## src/design/trajectory_moving_average_smoother_defines.svh

```systemverilog
// ----------------------------------------------------------------------------
// Assertion macros for the trajectory smoother
// Concurrent checks that can be compiled out by defining ASSERT_OFF.
// ----------------------------------------------------------------------------
`ifndef TRAJECTORY_MOVING_AVERAGE_SMOOTHER_DEFINES_SVH
`define TRAJECTORY_MOVING_AVERAGE_SMOOTHER_DEFINES_SVH

`ifndef ASSERT_OFF
// same-cycle implication
`define TMAS_ASSERT_IMPL(label, clk, rst_n, ante, cons) \
	label: assert property (@(posedge clk) disable iff (!rst_n) (ante) |-> (cons)) \
		else $error("tmas assertion failed");
// next-cycle implication
`define TMAS_ASSERT_NEXT(label, clk, rst_n, ante, cons) \
	label: assert property (@(posedge clk) disable iff (!rst_n) (ante) |=> (cons)) \
		else $error("tmas assertion failed");
`else
`define TMAS_ASSERT_IMPL(label, clk, rst_n, ante, cons)
`define TMAS_ASSERT_NEXT(label, clk, rst_n, ante, cons)
`endif

`endif

```

## src/design/tmas_pkg.sv

```systemverilog
// ----------------------------------------------------------------------------
// tmas_pkg
// Shared widths, job and status types, and helpers for the smoother.
// ----------------------------------------------------------------------------
package tmas_pkg;

	localparam int DATA_W    = 32;
	localparam int N_CH      = 3;
	localparam int PATH_W    = 48;
	localparam int WIN_DEPTH = 64;
	localparam int WIN_AW    = 6;
	localparam int RAD_W     = 5;
	localparam int K_W       = 10;
	localparam int SUM_W     = 54;   // 63 path values of 48 bits
	localparam int CNT_W     = 6;    // window count up to 63
	localparam int DIFF_W    = 56;
	localparam int STEP_W    = 6;

	localparam logic [RAD_W-1:0] RAD_RESET  = 5'd30;
	localparam logic [RAD_W-1:0] MAX_RADIUS = 5'd31;
	localparam logic [RAD_W-1:0] RAD_LIMIT  = RAD_W'((WIN_DEPTH - 2) / 2);
	localparam logic [K_W-1:0]   K_MAX      = 10'd1000;
	localparam logic [STEP_W-1:0] DIV_LAST  = STEP_W'(SUM_W - 1);

	// one accepted frame, handed from front to back
	typedef struct packed {
		logic [K_W-1:0]    k;       // index of the newest frame, clamped
		logic              final_f; // stream ends with this frame
		logic [RAD_W-1:0]  r;       // radius latched for the stream
		logic [WIN_AW-1:0] wslot;   // window slot of the newest frame
	} job_t;

	typedef struct packed {
		logic idle;
	} back_stat_t;

	typedef enum logic [2:0] {
		B_IDLE, B_SETUP, B_SUM, B_PREV, B_PLAT, B_DIV, B_FIN, B_OUT
	} back_state_t;

	// radius clamp applied when a stream starts
	function automatic logic [RAD_W-1:0] rad_clamp(input logic [RAD_W-1:0] v);
		logic [RAD_W-1:0] t;
		t = (v > MAX_RADIUS) ? MAX_RADIUS : v;
		return (t > RAD_LIMIT) ? RAD_LIMIT : t;
	endfunction

	// saturate a wide signed value to 32 bits
	function automatic logic [DATA_W-1:0] sat32(input logic signed [DIFF_W-1:0] v);
		logic fits;
		fits = (&v[DIFF_W-1:DATA_W-1]) || !(|v[DIFF_W-1:DATA_W-1]);
		if (fits) return v[DATA_W-1:0];
		return v[DIFF_W-1] ? 32'h8000_0000 : 32'h7fff_ffff;
	endfunction

endpackage

```

## src/design/tmas_jobq.sv

```systemverilog
// ----------------------------------------------------------------------------
// tmas_jobq
// Single-entry job queue between front and back.
// ----------------------------------------------------------------------------
module tmas_jobq (
	input  logic           clk,
	input  logic           arst_n,
	input  logic           push,
	input  tmas_pkg::job_t job_in,
	output logic           full,
	input  logic           pop,
	output logic           valid,
	output tmas_pkg::job_t job_out
);
	import tmas_pkg::*;

	logic valid_q;
	job_t job_q;

	always_ff @(posedge clk or negedge arst_n) begin
		if (!arst_n) begin
			valid_q <= 1'b0;
		end else if (push) begin
			valid_q <= 1'b1;
		end else if (pop) begin
			valid_q <= 1'b0;
		end
	end

	always_ff @(posedge clk) begin
		if (push) job_q <= job_in;
	end

	assign full    = valid_q;
	assign valid   = valid_q;
	assign job_out = job_q;

endmodule

```

## config.mk

```make
export PLATFORM = sky130hd
export DESIGN_NAME = tmas_jobq
export DESIGN_NICKNAME = d
export VERILOG_FILES = /design/src/design/trajectory_moving_average_smoother_defines.svh /design/src/design/tmas_pkg.sv /design/src/design/tmas_jobq.sv
export SDC_FILE = /design/constraint.sdc
export NUM_CORES = 1
export LEC_CHECK = 0
export ABC_AREA = 1
export BUFFER_PORTS_ARGS = -buffer_cell sky130_fd_sc_hd__buf_2
export CORE_ASPECT_RATIO = 1.2
export CORE_MARGIN = 8
export CORE_UTILIZATION = 34
export DETAILED_ROUTE_END_ITERATION = 10
export MAX_ROUTING_LAYER = met4
export PLACE_DENSITY = 0.81
export SKIP_CTS_REPAIR_TIMING = 1
export SKIP_LAST_GASP = 1
export SLEW_MARGIN = 20
export SYNTH_ARGS = -nofsm -noshare
export SYNTH_HDL_FRONTEND = slang
export SYNTH_SLANG_ARGS = --single-unit
```

## constraint.sdc

```tcl
create_clock -name clk -period 0.8 [get_ports clk]
set_input_delay 0.04 -clock clk [delete_from_list [all_inputs] [get_ports clk]]
set_output_delay 0.04 -clock clk [all_outputs]
set_load 0.02 [all_outputs]
```

==> results.toml <==
[logic_synthesis]
syn_inst = 28
netlist_top_cells_count = "22 x edfxtp_1, 2 x inv_1, 2 x nand2_1, 1 x buf_4, 1 x dfrtp_1"
synth_area_leaders = "edfxtp_1 93%, dfrtp_1 3.5%, buf_4 1.1%, inv_1 1.1%, nand2_1 1.1%"
seq_area_frac_synth_pct = 96.8
yosysMostFrequentCell = "edfxtp_1"
avgSynthCellArea_um2 = 25.3
ys_warn_count = 0
synth_edf_count = 22
yosys.area.top_type_share_pct = 93.3
netlist-cell-type-count = 5
syn-cell-area_um2 = 708
syn_nets = 54
ys.flop_type = "edfxtp_1"
yosys_register_bits = 23
async_flop_share_pct = 4.35
synth_largest_area_cell = "edfxtp_1"

[critical_path]
setup.worst_path.start = "full"
cp_data_required_time_ns = 0.76
end_kind = "output port"
cpLargestDelayFamily = "flip-flops"
r2r_slack_ns = 0.18
crit_path_start_kind = "flop"
cp.arrival_ns = 0.87
rr_worst_depth = 2
r2r-end = "full"
crit_chain = "buf_2"
cp_slowest_stage_delay_ns = 0.41
r2r_start = "full"
critical_path_class = "flop to output port"
cpMaxStageDelayCell = "dfrtp_1"
crit_path_max_fanout = 3
cp_num_buf_inv = 1

[finish]
finalNonFillerCells = 126
syn2layout_area_growth_pct = 93.8
multi_input_area_um2 = 7.51
final_nets = 133
antenna_cells = 0
layout-drive-gt1-share_pct = 51.9
seq_area_um2 = 686
fillers = 149
fin_area_um2 = 1370

[clocking]
clkTransAtPathRegs_ns = 0.11
cts_num_sinks = 23
tritoncts = "yes"
cts_buffers = 3
ctsLongestPathBuffers = 2
cts_root_buf = "clkbuf_4"
clock_latency_ns = 0.29
htree_levels = 1

[outcome]
outcome = "complete, but fails checks"
violations = "setup timing"

[global_routing]
antenna_found_initial = 0
track_usage_pct = 7.90
overflow = 0
grt_pass1_wl_um = 2240
grt_pass1_vias = 498
grt_max_degree = 14

[power_and_ir_drop]
power.leakage_nw = 0.602
p_per_area_nw_per_um2 = 1780
irDropWorstVdd_uv = 1400

[timing]
slew_headroom_pct = 92.4
rsz0062_at_grt = "yes"
period_needed_ns = 0.908
clock.fmax_mhz = 1100
setup_tns_ns = -1.87
fin_skew_ns = 0
fin_crit_sh_pct = 113
tightest_slew_ns = 0.115
slew_violations = 0
setup_slack_ns = -0.108
setup_viol = 24
hold_viol = 0

[die]
die_w_um = 57.7
die_y_um = 66.0
ios = 50
die_area_um2 = 3810
rows = 18
fp.coreArea_um2 = 2000
start_util_pct = 35.3

[detailed_routing]
first_pass_iters = 3
wl_per_cell_um = 14.2
drc = 0
num_vias = 522
via_per_inst = 4.14
routed_wl_um = 1780
ant_nets = 0
drtIter0Drc = 3

[flow_run]
drv_cap = 0

[place]
io_buffer_count = 49
dp.cells = 98
gp_congestion = 0.607
placed_area_um2 = 1010
place_ws_ns = 0.162

[hold_path]
hold_path_class = "primary input to async pin"
## sequential cells by signal, indices dropped and copies added (netlist names)
name and cells:
full 1, job_out 22
## routing by layer
metal / share of wire, % / vias up / global-route usage (%)
li1: - / 260 / -
met1: 32 / 239 / 6.78
met2: 61 / 21 / 15.1
met4: 0.28 / 0 / 3.68
met3: 6.1 / 2 / 2.53
met5: 0 / - / -
## worst max path at each step
stage,slack (ns),end,cells past startpoint
after floorplan,0.11,full,2
after global placement,0.18,job_out[0],2
after detailed placement,0.16,job_out[15],2
after CTS,-0.13,valid,1
after global routing,-0.15,valid,1
final,-0.11,valid,1
## cells by family (layout without fill, tap and decap cells)
| kind of cell | after synthesis | after routing | synth area share, % |
|---|---|---|---|
| DFF | 23 | 23 | 96.8 |
| buffers and inverters | 3 | 81 | 2.12 |
| and+or+nand+nor | 2 | 2 | 1.06 |
## placed cells by master, fill, tap and decap left out
cell type,count
clkinv_2,1
inv_1,2
dfrtp_1,1
nand2_1,2
clkbuf_4,3
buf_2,34
buf_6,15
buf_12,2
edfxtp_1,22
dlygate4sd3_1,24
## final cells by class
class	instances	area share [%]
Clock buffer	3	1.64
Clock inverter	1	0.365
Inverter	2	0.547
Multi-Input combinational cell	2	0.547
Sequential cell	23	50.0
Tap cell	20	1.82
Timing Repair Buffer	75	45.1
## power by group
part           switching [mW]  total [mW]  internal [mW]
Clock                   0.310       0.496          0.186
Sequential             0.0341        1.46           1.42
Combinational           0.217       0.487          0.270
Total                   0.561        2.44           1.88
## per-stage QoR
step                      power, mW  hold slack [ns]  util (%)
after floorplan                1.61           -0.256         -
after global placement         1.79           -0.185      50.4
after detailed placement       1.80           -0.183      50.4
after CTS                      2.31           -0.520      51.8
after global routing           2.55           0.0140      68.5
final                          2.44           0.0245      68.5
Note: power is estimated with default switching activity, not from simulation.
