$ cat config.mk
export PLATFORM = sky130hd
export DESIGN_NAME = tmas_ram
export DESIGN_NICKNAME = d
export VERILOG_FILES = /design/src/design/trajectory_moving_average_smoother_defines.svh /design/src/design/tmas_ram.sv
export SDC_FILE = /design/constraint.sdc
export NUM_CORES = 1
export LEC_CHECK = 0
export BUFFER_PORTS_ARGS = -buffer_cell sky130_fd_sc_hd__clkbuf_2
export CAP_MARGIN = 25
export CORE_MARGIN = 8
export CORE_UTILIZATION = 32
export CTS_BUF_LIST = sky130_fd_sc_hd__clkbuf_16
export DETAILED_ROUTE_END_ITERATION = 10
export SYNTH_ARGS = -nofsm -noshare
export SYNTH_HDL_FRONTEND = slang
export SYNTH_SLANG_ARGS = --single-unit
$ cat constraint.sdc
create_clock -name clk -period 2.1 [get_ports clk]
set_clock_uncertainty 0.2 [all_clocks]
set_input_delay 0.21 -clock clk [delete_from_list [all_inputs] [get_ports clk]]
set_output_delay 0.21 -clock clk [all_outputs]
set_load 0.02 [all_outputs]
$ cat src/design/trajectory_moving_average_smoother_defines.svh
// ----------------------------------------------------------------------------
// Assertion macros for the trajectory smoother
// Concurrent checks that can be compiled out by defining ASSERT_OFF.
// ----------------------------------------------------------------------------
`ifndef TRAJECTORY_MOVING_AVERAGE_SMOOTHER_DEFINES_SVH
`define TRAJECTORY_MOVING_AVERAGE_SMOOTHER_DEFINES_SVH

`ifndef ASSERT_OFF
// same-cycle implication
`define TMAS_ASSERT_IMPL(label, clk, rst_n, ante, cons) \
	label: assert property (@(posedge clk) disable iff (!rst_n) (ante) |-> (cons)) \
		else $error("tmas assertion failed");
// next-cycle implication
`define TMAS_ASSERT_NEXT(label, clk, rst_n, ante, cons) \
	label: assert property (@(posedge clk) disable iff (!rst_n) (ante) |=> (cons)) \
		else $error("tmas assertion failed");
`else
`define TMAS_ASSERT_IMPL(label, clk, rst_n, ante, cons)
`define TMAS_ASSERT_NEXT(label, clk, rst_n, ante, cons)
`endif

`endif

$ cat src/design/tmas_ram.sv
// ----------------------------------------------------------------------------
// tmas_ram
// Generic simple dual-port RAM, one write port, one registered read port.
// ----------------------------------------------------------------------------
module tmas_ram #(
	parameter int WIDTH = 8,
	parameter int DEPTH = 16
) (
	input  logic                     clk,
	input  logic                     we,
	input  logic [$clog2(DEPTH)-1:0] waddr,
	input  logic [WIDTH-1:0]         wdata,
	input  logic [$clog2(DEPTH)-1:0] raddr,
	output logic [WIDTH-1:0]         rdata
);

	logic [WIDTH-1:0] mem [DEPTH];

	always_ff @(posedge clk) begin
		if (we) begin
			mem[waddr] <= wdata;
		end
		rdata <= mem[raddr];
	end

endmodule

==> metrics.txt <==
# TYPE chip_impl_metric gauge
chip_impl_info{name="status",value="finished clean"} 1
chip_impl_metric{name="clk_latency",unit="ns"} 0.40
chip_impl_info{name="critical_path.endpoint_type",value="register"} 1
chip_impl_info{name="worstSetupPathType",value="register to register"} 1
chip_impl_metric{name="coreArea",unit="um2"} 15800
chip_impl_metric{name="fp.dieArea",unit="um2"} 20400
chip_impl_metric{name="clk_pin_slew",unit="ns"} 0.06
chip_impl_metric{name="worst_slack_at_placement",unit="ns"} 0.215
chip_impl_metric{name="finalHoldWorstSlack",unit="ns"} 0.0311
chip_impl_metric{name="drt.antenna.violating_nets",unit=""} 0
chip_impl_info{name="ctsRootBufferMaster",value="clkbuf_16"} 1
chip_impl_metric{name="start_util",unit="%"} 32.5
chip_impl_metric{name="grtUsageTotal",unit="%"} 10.7
chip_impl_info{name="hold_path_class",value="primary input to register"} 1
chip_impl_metric{name="netlist-cell-type-count",unit=""} 19
chip_impl_metric{name="internal-power",unit="W"} 0.00462
chip_impl_metric{name="tritoncts.num_buffers",unit=""} 17
chip_impl_metric{name="yosys_synthesis_warning_count",unit=""} 0
chip_impl_metric{name="vias",unit=""} 2424
chip_impl_metric{name="cts_repair_resized_insts",unit=""} 0
chip_impl_metric{name="gp_congestion",unit=""} 0.710
chip_impl_metric{name="netlist_instances",unit=""} 229
chip_impl_metric{name="worst_ep_arrival_time",unit="ns"} 1.68
chip_impl_metric{name="num-nets-final",unit=""} 304
chip_impl_metric{name="worst-path-buf-inv",unit=""} 0
chip_impl_metric{name="final.period_utilization",unit="%"} 76.0
chip_impl_metric{name="place.detailed.hpwl",unit="mm"} 6.65
chip_impl_metric{name="synth.cell_area",unit="um2"} 5150
chip_impl_metric{name="ios",unit=""} 26
chip_impl_metric{name="clock_sinks",unit=""} 136
chip_impl_metric{name="routed_wirelength",unit="mm"} 10.1
chip_impl_metric{name="post_cts_buffers",unit=""} 0
chip_impl_metric{name="max_stage_delay",unit="ns"} 0.52
chip_impl_metric{name="route.detailed.drc",unit=""} 0
chip_impl_metric{name="die_width",unit="um"} 143
chip_impl_metric{name="grt_max_degree",unit=""} 33
chip_impl_metric{name="psw",unit="W"} 0.00120
chip_impl_metric{name="cts.hold.buffers_added",unit=""} 0
chip_impl_metric{name="fin_crit",unit="ns"} 1.60
chip_impl_metric{name="floorplan.rows",unit=""} 46
chip_impl_metric{name="timing.final.setup_violations",unit=""} 0
chip_impl_metric{name="flop_to_flop_setup_slack",unit="ns"} 0.50
chip_impl_info{name="rsz_0062_raised_after_global_routing",value="no"} 1
chip_impl_metric{name="fmaxAchievable",unit="GHz"} 0.627
chip_impl_metric{name="setup_ws",unit="ns"} 0.505
chip_impl_info{name="timing.critical_path.cells",value="mux4_1 -> a22oi_1 -> nand2_1"} 1
chip_impl_metric{name="initialDrtViolationCount",unit=""} 215
chip_impl_metric{name="power.share.switching",unit="%"} 20.7
chip_impl_metric{name="seq_power_share",unit="%"} 52.4
chip_impl_metric{name="average_vias_per_placed_instance",unit=""} 4.71
chip_impl_metric{name="syn-num-nets",unit=""} 247
chip_impl_info{name="path_delay_family",value="multiplexers"} 1
chip_impl_metric{name="worst_slew_pin_slew",unit="ns"} 0.419
chip_impl_metric{name="number_of_global_route_vias_before_repair",unit=""} 2525
chip_impl_metric{name="synth_seq_cells",unit=""} 136
chip_impl_metric{name="power_per_cell_area",unit="nW/um2"} 945
chip_impl_metric{name="finalHoldViolations",unit=""} 0
chip_impl_metric{name="die_h",unit="um"} 143
chip_impl_metric{name="crit_path_max_fanout",unit=""} 1
chip_impl_info{name="tritoncts",value="built"} 1
chip_impl_metric{name="area_growth",unit="%"} 19.8
chip_impl_metric{name="ir_worst_vdd",unit="uV"} 538
chip_impl_metric{name="setup_tns",unit="ns"} 0
chip_impl_metric{name="clock_tree.htree_level_count",unit=""} 4
chip_impl_metric{name="grt_pass1_wl",unit="mm"} 15.4
chip_impl_metric{name="slew-limit-headroom",unit="%"} 72.1
chip_impl_metric{name="max_cap_viol_count",unit=""} 0
chip_impl_metric{name="worst_ep_required_time",unit="ns"} 2.18
chip_impl_metric{name="cts_buffer_depth",unit=""} 2
chip_impl_metric{name="power.share.combinational",unit="%"} 5.3
chip_impl_metric{name="drt-wirelength-per-cell",unit="um"} 19.7
chip_impl_metric{name="initial_antenna_violation_count",unit=""} 0
chip_impl_metric{name="syn-mean-instance-area",unit="um2"} 22.5
chip_impl_metric{name="synth.yosys.seq_area_share",unit="%"} 77.8
chip_impl_metric{name="port_buffers",unit=""} 25
chip_impl_metric{name="p_leak",unit="nW"} 2.08
chip_impl_metric{name="detailedRoute.firstPassIterationCount",unit=""} 4
chip_impl_metric{name="antenna_cells",unit=""} 0
chip_impl_metric{name="slew_viol_final",unit=""} 0
chip_impl_metric{name="post_route_cells_drive_above_1_share",unit="%"} 30.1
chip_impl_info{name="critical-path-slowest-cell",value="mux4_1"} 1
chip_impl_metric{name="power_frac_clock",unit="%"} 42.3
chip_impl_info{name="critical_path.startpoint_type",value="register"} 1
chip_impl_metric{name="overflow",unit=""} 0
==> flip-flops by register name, indices dropped and copies added (netlist names) <==
name   cells
mem      128
rdata      8
==> cell families (layout without fill, tap and decap cells) <==
group | count (synthesis) | in the layout | share of synthesized area [%]
simple gates | 35 | 35 | 3.18
mux | 32 | 32 | 15.0
flops | 136 | 136 | 77.8
buf+inv | 10 | 80 | 1.68
compound gates | 16 | 16 | 2.33
==> cell type report <==
class                           count  area, um2
Multi-Input combinational cell     83       1060
Tap cell                          216        270
Timing Repair Buffer               48        335
Clock inverter                     15       73.8
Clock buffer                       17        425
Sequential cell                   136       4000
Fill cell                        1420       9660
==> synthesized netlist by cell type <==
library cell       n  share of area (%)
buf_6              3               0.66
buf_4              1               0.15
nand2b_1           2               0.24
nor3_1             4               0.39
buf_2              3               0.29
and2b_1            1               0.15
mux4_1            14                7.1
dfxtp_1            8                3.1
clkdlybuf4s25_2    3               0.58
edfxtp_1         128                 75
and2_1             1               0.12
nand3_1            1              0.097
mux4_2            18                7.9
or3b_2             1               0.17
nand3b_1           2               0.29
a22oi_1           16                2.3
nand2_1            9               0.66
nor2_1            13               0.95
nor2b_1            1               0.12
==> per-stage QoR <==
stage	area (um2)	util, %	power (W)	instances
floorplan	5150	-	0.00328	229
global placement	5670	35.8	0.00342	483
detailed placement	5670	35.8	0.00342	483
CTS	6170	39.0	0.00588	515
global route	6170	39.0	0.00602	515
finish	6170	39.0	0.00583	515
==> layout by cell type, fill, tap and decap left out, types with 5 or more instances in the layout <==
cell	count
a22oi_1	16
nor2_1	13
edfxtp_1	128
clkbuf_2	25
dfxtp_1	8
mux4_1	14
mux4_2	18
clkinv_1	5
nand2_1	9
clkbuf_16	17
buf_4	20
==> power groups by stage <==
stage | clock network [W] | registers, W | logic (W)
floorplan | 0 | 0.00313 | 0.000154
finish | 0.00246 | 0.00305 | 0.000308
CTS | 0.00250 | 0.00306 | 0.000315
global route | 0.00263 | 0.00306 | 0.000335
global placement | 0 | 0.00311 | 0.000307
detailed placement | 0 | 0.00311 | 0.000314
==> worst paths after layout <==
kind	start	end	cells after the start
setup / recovery	mem[1][1]$_DFFE_PP_	rdata[1]$_DFF_P_	3
hold / removal	wdata[1]	mem[1][1]$_DFFE_PP_	1
setup reg to reg	mem[1][1]$_DFFE_PP_	rdata[1]$_DFF_P_	3
hold reg to reg	mem[12][6]$_DFFE_PP_	rdata[6]$_DFF_P_	3
==> routing by layer <==
metal | GRT usage (%) | vias up | share of wire [%]
met5 | 0 | - | 0
met4 | 3.69 | 0 | 0.93
met3 | 3.61 | 11 | 6.5
met2 | 16.0 | 63 | 46
met1 | 14.1 | 1261 | 47
li1 | - | 1089 | -
(Power assumes the default switching activity.)
