`src/design/trajectory_moving_average_smoother_defines.svh`:
```
// ----------------------------------------------------------------------------
// Assertion macros for the trajectory smoother
// Concurrent checks that can be compiled out by defining ASSERT_OFF.
// ----------------------------------------------------------------------------
`ifndef TRAJECTORY_MOVING_AVERAGE_SMOOTHER_DEFINES_SVH
`define TRAJECTORY_MOVING_AVERAGE_SMOOTHER_DEFINES_SVH

`ifndef ASSERT_OFF
// same-cycle implication
`define TMAS_ASSERT_IMPL(label, clk, rst_n, ante, cons) \
	label: assert property (@(posedge clk) disable iff (!rst_n) (ante) |-> (cons)) \
		else $error("tmas assertion failed");
// next-cycle implication
`define TMAS_ASSERT_NEXT(label, clk, rst_n, ante, cons) \
	label: assert property (@(posedge clk) disable iff (!rst_n) (ante) |=> (cons)) \
		else $error("tmas assertion failed");
`else
`define TMAS_ASSERT_IMPL(label, clk, rst_n, ante, cons)
`define TMAS_ASSERT_NEXT(label, clk, rst_n, ante, cons)
`endif

`endif

```
`src/design/tmas_pkg.sv`:
```
// ----------------------------------------------------------------------------
// tmas_pkg
// Shared widths, job and status types, and helpers for the smoother.
// ----------------------------------------------------------------------------
package tmas_pkg;

	localparam int DATA_W    = 32;
	localparam int N_CH      = 3;
	localparam int PATH_W    = 48;
	localparam int WIN_DEPTH = 64;
	localparam int WIN_AW    = 6;
	localparam int RAD_W     = 5;
	localparam int K_W       = 10;
	localparam int SUM_W     = 54;   // 63 path values of 48 bits
	localparam int CNT_W     = 6;    // window count up to 63
	localparam int DIFF_W    = 56;
	localparam int STEP_W    = 6;

	localparam logic [RAD_W-1:0] RAD_RESET  = 5'd30;
	localparam logic [RAD_W-1:0] MAX_RADIUS = 5'd31;
	localparam logic [RAD_W-1:0] RAD_LIMIT  = RAD_W'((WIN_DEPTH - 2) / 2);
	localparam logic [K_W-1:0]   K_MAX      = 10'd1000;
	localparam logic [STEP_W-1:0] DIV_LAST  = STEP_W'(SUM_W - 1);

	// one accepted frame, handed from front to back
	typedef struct packed {
		logic [K_W-1:0]    k;       // index of the newest frame, clamped
		logic              final_f; // stream ends with this frame
		logic [RAD_W-1:0]  r;       // radius latched for the stream
		logic [WIN_AW-1:0] wslot;   // window slot of the newest frame
	} job_t;

	typedef struct packed {
		logic idle;
	} back_stat_t;

	typedef enum logic [2:0] {
		B_IDLE, B_SETUP, B_SUM, B_PREV, B_PLAT, B_DIV, B_FIN, B_OUT
	} back_state_t;

	// radius clamp applied when a stream starts
	function automatic logic [RAD_W-1:0] rad_clamp(input logic [RAD_W-1:0] v);
		logic [RAD_W-1:0] t;
		t = (v > MAX_RADIUS) ? MAX_RADIUS : v;
		return (t > RAD_LIMIT) ? RAD_LIMIT : t;
	endfunction

	// saturate a wide signed value to 32 bits
	function automatic logic [DATA_W-1:0] sat32(input logic signed [DIFF_W-1:0] v);
		logic fits;
		fits = (&v[DIFF_W-1:DATA_W-1]) || !(|v[DIFF_W-1:DATA_W-1]);
		if (fits) return v[DATA_W-1:0];
		return v[DIFF_W-1] ? 32'h8000_0000 : 32'h7fff_ffff;
	endfunction

endpackage

```
`src/design/tmas_front.sv`:
```
// ----------------------------------------------------------------------------
// tmas_front
// Accepts frames, accumulates the saturated path, writes the window memory
// and issues one job per frame. Holds the radius register.
// ----------------------------------------------------------------------------
module tmas_front (
	input  logic                                         clk,
	input  logic                                         arst_n,
	input  logic                                         cfg_valid,
	output logic                                         cfg_ready,
	input  logic [tmas_pkg::RAD_W-1:0]                   cfg_data,
	input  logic                                         s_tvalid,
	output logic                                         s_tready,
	input  logic [tmas_pkg::N_CH*tmas_pkg::DATA_W-1:0]   s_tdata,
	input  logic                                         s_tlast,
	input  logic                                         q_full,
	input  tmas_pkg::back_stat_t                         stat,
	output logic                                         push,
	output tmas_pkg::job_t                               job,
	output logic                                         ram_we,
	output logic [tmas_pkg::WIN_AW-1:0]                  ram_waddr,
	output logic [tmas_pkg::N_CH*tmas_pkg::PATH_W-1:0]   ram_wdata
);
	import tmas_pkg::*;

	logic [RAD_W-1:0]         radius_q;
	logic [RAD_W-1:0]         r_q;
	logic [WIN_AW-1:0]        ws_q;
	logic [31:0]              fc_q;
	logic signed [PATH_W-1:0] path_q [N_CH];
	logic signed [PATH_W-1:0] path_n [N_CH];
	logic                     acc;
	logic                     first;
	logic [WIN_AW-1:0]        ws_n;
	logic [RAD_W-1:0]         r_n;

	// config register, always ready
	assign cfg_ready = 1'b1;
	always_ff @(posedge clk or negedge arst_n) begin
		if (!arst_n) begin
			radius_q <= RAD_RESET;
		end else if (cfg_valid) begin
			radius_q <= cfg_data;
		end
	end

	// a new stream waits for the back to drain the old one (window slots reuse)
	assign s_tready = !q_full && ((fc_q != 32'd0) || stat.idle);
	assign acc      = s_tvalid && s_tready;
	assign first    = (fc_q == 32'd0);
	assign ws_n     = first ? '0 : ws_q + 1'b1;
	assign r_n      = first ? rad_clamp(radius_q) : r_q;

	// saturating path accumulation
	always_comb begin
		logic signed [PATH_W:0] s;
		for (int c = 0; c < N_CH; c++) begin
			s = {path_q[c][PATH_W-1], path_q[c]}
				+ {{(PATH_W-DATA_W+1){s_tdata[c*DATA_W+DATA_W-1]}},
				   s_tdata[c*DATA_W +: DATA_W]};
			if (s[PATH_W] != s[PATH_W-1]) begin
				path_n[c] = s[PATH_W] ? {1'b1, {(PATH_W-1){1'b0}}}
				                      : {1'b0, {(PATH_W-1){1'b1}}};
			end else begin
				path_n[c] = s[PATH_W-1:0];
			end
		end
	end

	always_ff @(posedge clk or negedge arst_n) begin
		if (!arst_n) begin
			fc_q <= '0;
			ws_q <= '0;
			r_q  <= '0;
			for (int c = 0; c < N_CH; c++) path_q[c] <= '0;
		end else if (acc) begin
			r_q <= r_n;
			if (s_tlast) begin
				fc_q <= '0;
				ws_q <= '0;
				for (int c = 0; c < N_CH; c++) path_q[c] <= '0;
			end else begin
				ws_q <= ws_n;
				if (fc_q != 32'hffff_ffff) fc_q <= fc_q + 32'd1;
				for (int c = 0; c < N_CH; c++) path_q[c] <= path_n[c];
			end
		end
	end

	// window write and job issue
	assign ram_we    = acc;
	assign ram_waddr = ws_n;
	assign ram_wdata = {path_n[2], path_n[1], path_n[0]};
	assign push      = acc;
	assign job.k       = (fc_q > {22'd0, K_MAX}) ? K_MAX : fc_q[K_W-1:0];
	assign job.final_f = s_tlast;
	assign job.r       = r_n;
	assign job.wslot   = ws_n;

endmodule

```
`config.mk`:
```
export PLATFORM = sky130hd
export DESIGN_NAME = tmas_front
export DESIGN_NICKNAME = d
export VERILOG_FILES = /design/src/design/trajectory_moving_average_smoother_defines.svh /design/src/design/tmas_pkg.sv /design/src/design/tmas_front.sv
export SDC_FILE = /design/constraint.sdc
export NUM_CORES = 1
export LEC_CHECK = 0
export BUFFER_PORTS_ARGS = -buffer_cell sky130_fd_sc_hd__clkbuf_2
export CAP_MARGIN = 10
export CORE_MARGIN = 5
export CORE_UTILIZATION = 50
export CTS_CLUSTER_DIAMETER = 200
export DETAILED_ROUTE_END_ITERATION = 7
export HOLD_SLACK_MARGIN = 0.05
export PLACE_DENSITY = 0.77
export SLEW_MARGIN = 10
export SYNTH_ARGS = -nofsm -noshare
export SYNTH_HDL_FRONTEND = slang
export SYNTH_SLANG_ARGS = --single-unit
```
`constraint.sdc`:
```
create_clock -name clk -period 8.9 [get_ports clk]
set_input_delay 1.78 -clock clk [delete_from_list [all_inputs] [get_ports clk]]
set_output_delay 1.78 -clock clk [all_outputs]
set_load 0.005 [all_outputs]
```
==> reports/summary.txt <==
RePlAce Congestion - 0.969
Synth area leader - dfrtp_1
Largest net degree at the start of global routing - 73
Post-synth top area share - 0.280
IO Port Bufs - 282
Cell area after synthesis - 16800 µm²
Critical Path AT - 6.59 ns
Post-CTS sizing - 0
Setup TNS - 0 ns
P per Cell Area - 442 nW/µm²
Post-CTS Setup Bufs - 0
Ant. Diodes - 0
Count of final setup violators - 0
Number of synthesized register bits - 192
Cells after DPL - 2611
Crit Path Max Fanout - 23
Routed vias/inst - 6.20
Dpl cell area - 18400 µm²
Fill cells - 3020
# IOs - 284
Setup crit start kind - input port
Clock skew - 0.0135 ns
Cell area after layout - 19000 µm²
Gr usage total - 0.267
Num CTS Buffers - 17
Post-layout nets - 2444
Final WL - 50400 µm
RSZ-0062 raised after global routing - false
Min Tclk post-route - 8.37 ns
Post-synth EDFFs - 0
Max cap viols - 0
Synth top area cells - dfrtp_1, ha_1, o21ai_0
Status - finished, final reports clean
VDD IR max - 359 µV
P&R area growth vs syn - 13.4%
Final HPWL DP - 37500 µm
Rows - 67
Most common cell after layout, fill and taps aside - clkbuf_2
Clock transition at path regs - 0.08 ns
Congestion Overflow GR - 0
Distinct cell type count after synthesis - 70
Clock Tree Root - clkbuf_16
Avg WL per Cell - 19.1 µm
Setup Crit Path Kind - in -> out
Vias in the first global route - 16246
Core ar. - 33400 µm²
Register area share after synthesis - 0.287
Share of cells above drive strength 1 - 0.169
CTS Hold Bufs - 0
Simple-Gate Fraction of Synth Area - 0.149
Num Clock Sinks - 192
Die Y - 193 µm
Seq. cell area - 4810 µm²
Hold crit path type - reg -> reg
Worst-Skew Late Latency - 0.46 ns
Slew Viols, Final - 0
LEAKAGE - 9.23 nW
Area share of fa/ha/maj cells after synthesis - 0.138
Final Hold Vio Count - 0
Critical path endpoint category - primary output
First-pass DRT Iterations - 6
Htree depth - 4
Slew HR - 0.324
Die Width - 193 µm
Ys Warns - 0
Post-DRT Antenna Nets - 0
XOR/XNOR Fraction of Synth Area - 0.0830
Post-synthesis compound-gate area fraction - 0.293
Multi-input gate area - 11300 µm²
Full die area - 37300 µm²
Overall Power - 8.40 mW
Critical Path RT - 7.12 ns
Final Cycle Share - 0.940
Syn nets - 2253
Prevailing post-synth register cell - dfrtp_1
Commonest cells after routing, fill and taps aside - clkbuf_2, dfrtp_1, nand2_1
Mean Syn Cell Area - 8.43 µm²
Clock Path Buffers - 2
First DRT Iteration DRCs - 1132
Final hold slack - 0.489 ns
Final cell count without fillers - 2643
Worst-Margin Slew - 1.00 ns
Cell count after synthesis - 1991
Max Freq - 0.120 GHz
TritonCTS clock tree - built
Post-synthesis mux area share - 0.00790
Main combinational cell family by area after synthesis - compound AO/OA/AOI/OAI gates
Post-route DRC violation count - 0
First-pass GRT wire length - 82000 µm
Initial Util - 0.503
Initial antenna violation count - 1
Via Count - 16379
Synth async-reset ratio - 1.00
[cells in the mapped netlist, types with 24 or more instances]
cell type / number
dfrtp_1: 188
nand2_1: 178
o21ai_0: 162
a21oi_1: 156
ha_1: 151
nor2_1: 135
clkbuf_1: 107
xnor2_1: 87
a21o_1: 73
xor2_1: 72
a22o_1: 52
inv_1: 47
a221o_1: 44
nand3_1: 40
nor3_1: 38
maj3_1: 36
nand4_1: 36
o211ai_1: 30
o21bai_1: 28
o21a_1: 24
[critical path, stage by stage]
cell and delay [ns]:
clkbuf_2 0.11, ha_1 0.22, inv_1 0.07, fa_1 0.20
nor2b_1 0.06, o31a_1 0.26, o41a_1 0.44, a221o_1 0.42
a31oi_1 0.24, nor3_1 0.09, a311o_1 0.42, a21oi_4 0.31
o41a_1 0.23, ha_1 0.26, inv_1 0.16, or4_1 0.19
a2bb2oi_4 0.48, buf_4 0.32, o21ai_0 0.13, clkbuf_2 0.14
[report_power, final]
group / switching [mW] / total, mW / internal [mW] / leakage [nW]
combinational: 3.67 / 6.25 / 2.58 / 6.43
clock: 0.404 / 0.815 / 0.411 / 0.299
sequential: 0.185 / 1.34 / 1.16 / 2.50
total: 4.26 / 8.40 / 4.15 / 9.23
[cell families (layout without fill, tap and decap cells)]
group,Yosys count,count (layout)
muxes,12,12
AOI/OAI and AO/OA,725,725
other,1,1
xor gates and xnor gates,159,159
DFF,192,192
adders and majority gates,190,190
buffers and inverters,175,379
and+or+nand+nor,537,537
[registers in the layout (all words and copies together) (netlist names)]
register / flops
fc_q: 32
radius_q: 5
ws_q: 6
r_q: 5
path_q: 144
[worst paths after layout]
check,depth (start not counted),end,start,slack [ns]
setup / recovery,20,ram_wdata[136],s_tdata[64],0.53
hold / removal,2,path_q[135]$_DFFE_PN0P_,path_q[135]$_DFFE_PN0P_,0.49
setup reg to reg,19,path_q[25]$_DFFE_PN0P_,path_q[0]$_DFFE_PN0P_,2.97
hold reg to reg,2,path_q[135]$_DFFE_PN0P_,path_q[135]$_DFFE_PN0P_,0.49
max in group asynchronous,2,path_q[86]$_DFFE_PN0P_,arst_n,6.19
min in group asynchronous,1,path_q[20]$_DFFE_PN0P_,arst_n,1.27
[layout make-up]
class / instances / area share
multi-input cells: 1624 / 0.595
flip-flops and latches: 192 / 0.253
repair buffers: 300 / 0.0817
well taps: 448 / 0.0295
clock buffers: 18 / 0.0231
inverters: 47 / 0.00927
clock inverters: 14 / 0.00868
[per-stage QoR]
| stage | setup WS, ns | utilization |
|---|---|---|
| 6_report | 0.532 | 0.570 |
| 5_1_grt | 0.104 | 0.570 |
| 4_1_cts | 0.514 | 0.570 |
| 3_5_place_dp | 0.528 | 0.552 |
| 3_3_place_gp | 0.602 | 0.552 |
| 2_1_floorplan | 1.26 | - |
[per-layer routing]
layer  track usage  vias up  wire length, µm
met5             0        -               11
met4        0.0820        2             1510
met3        0.0360      110             2660
met2         0.452      557            24000
met1         0.356     7935            22300
li1              -     7775                -
No activity file was read; power rests on OpenSTA's default activity.
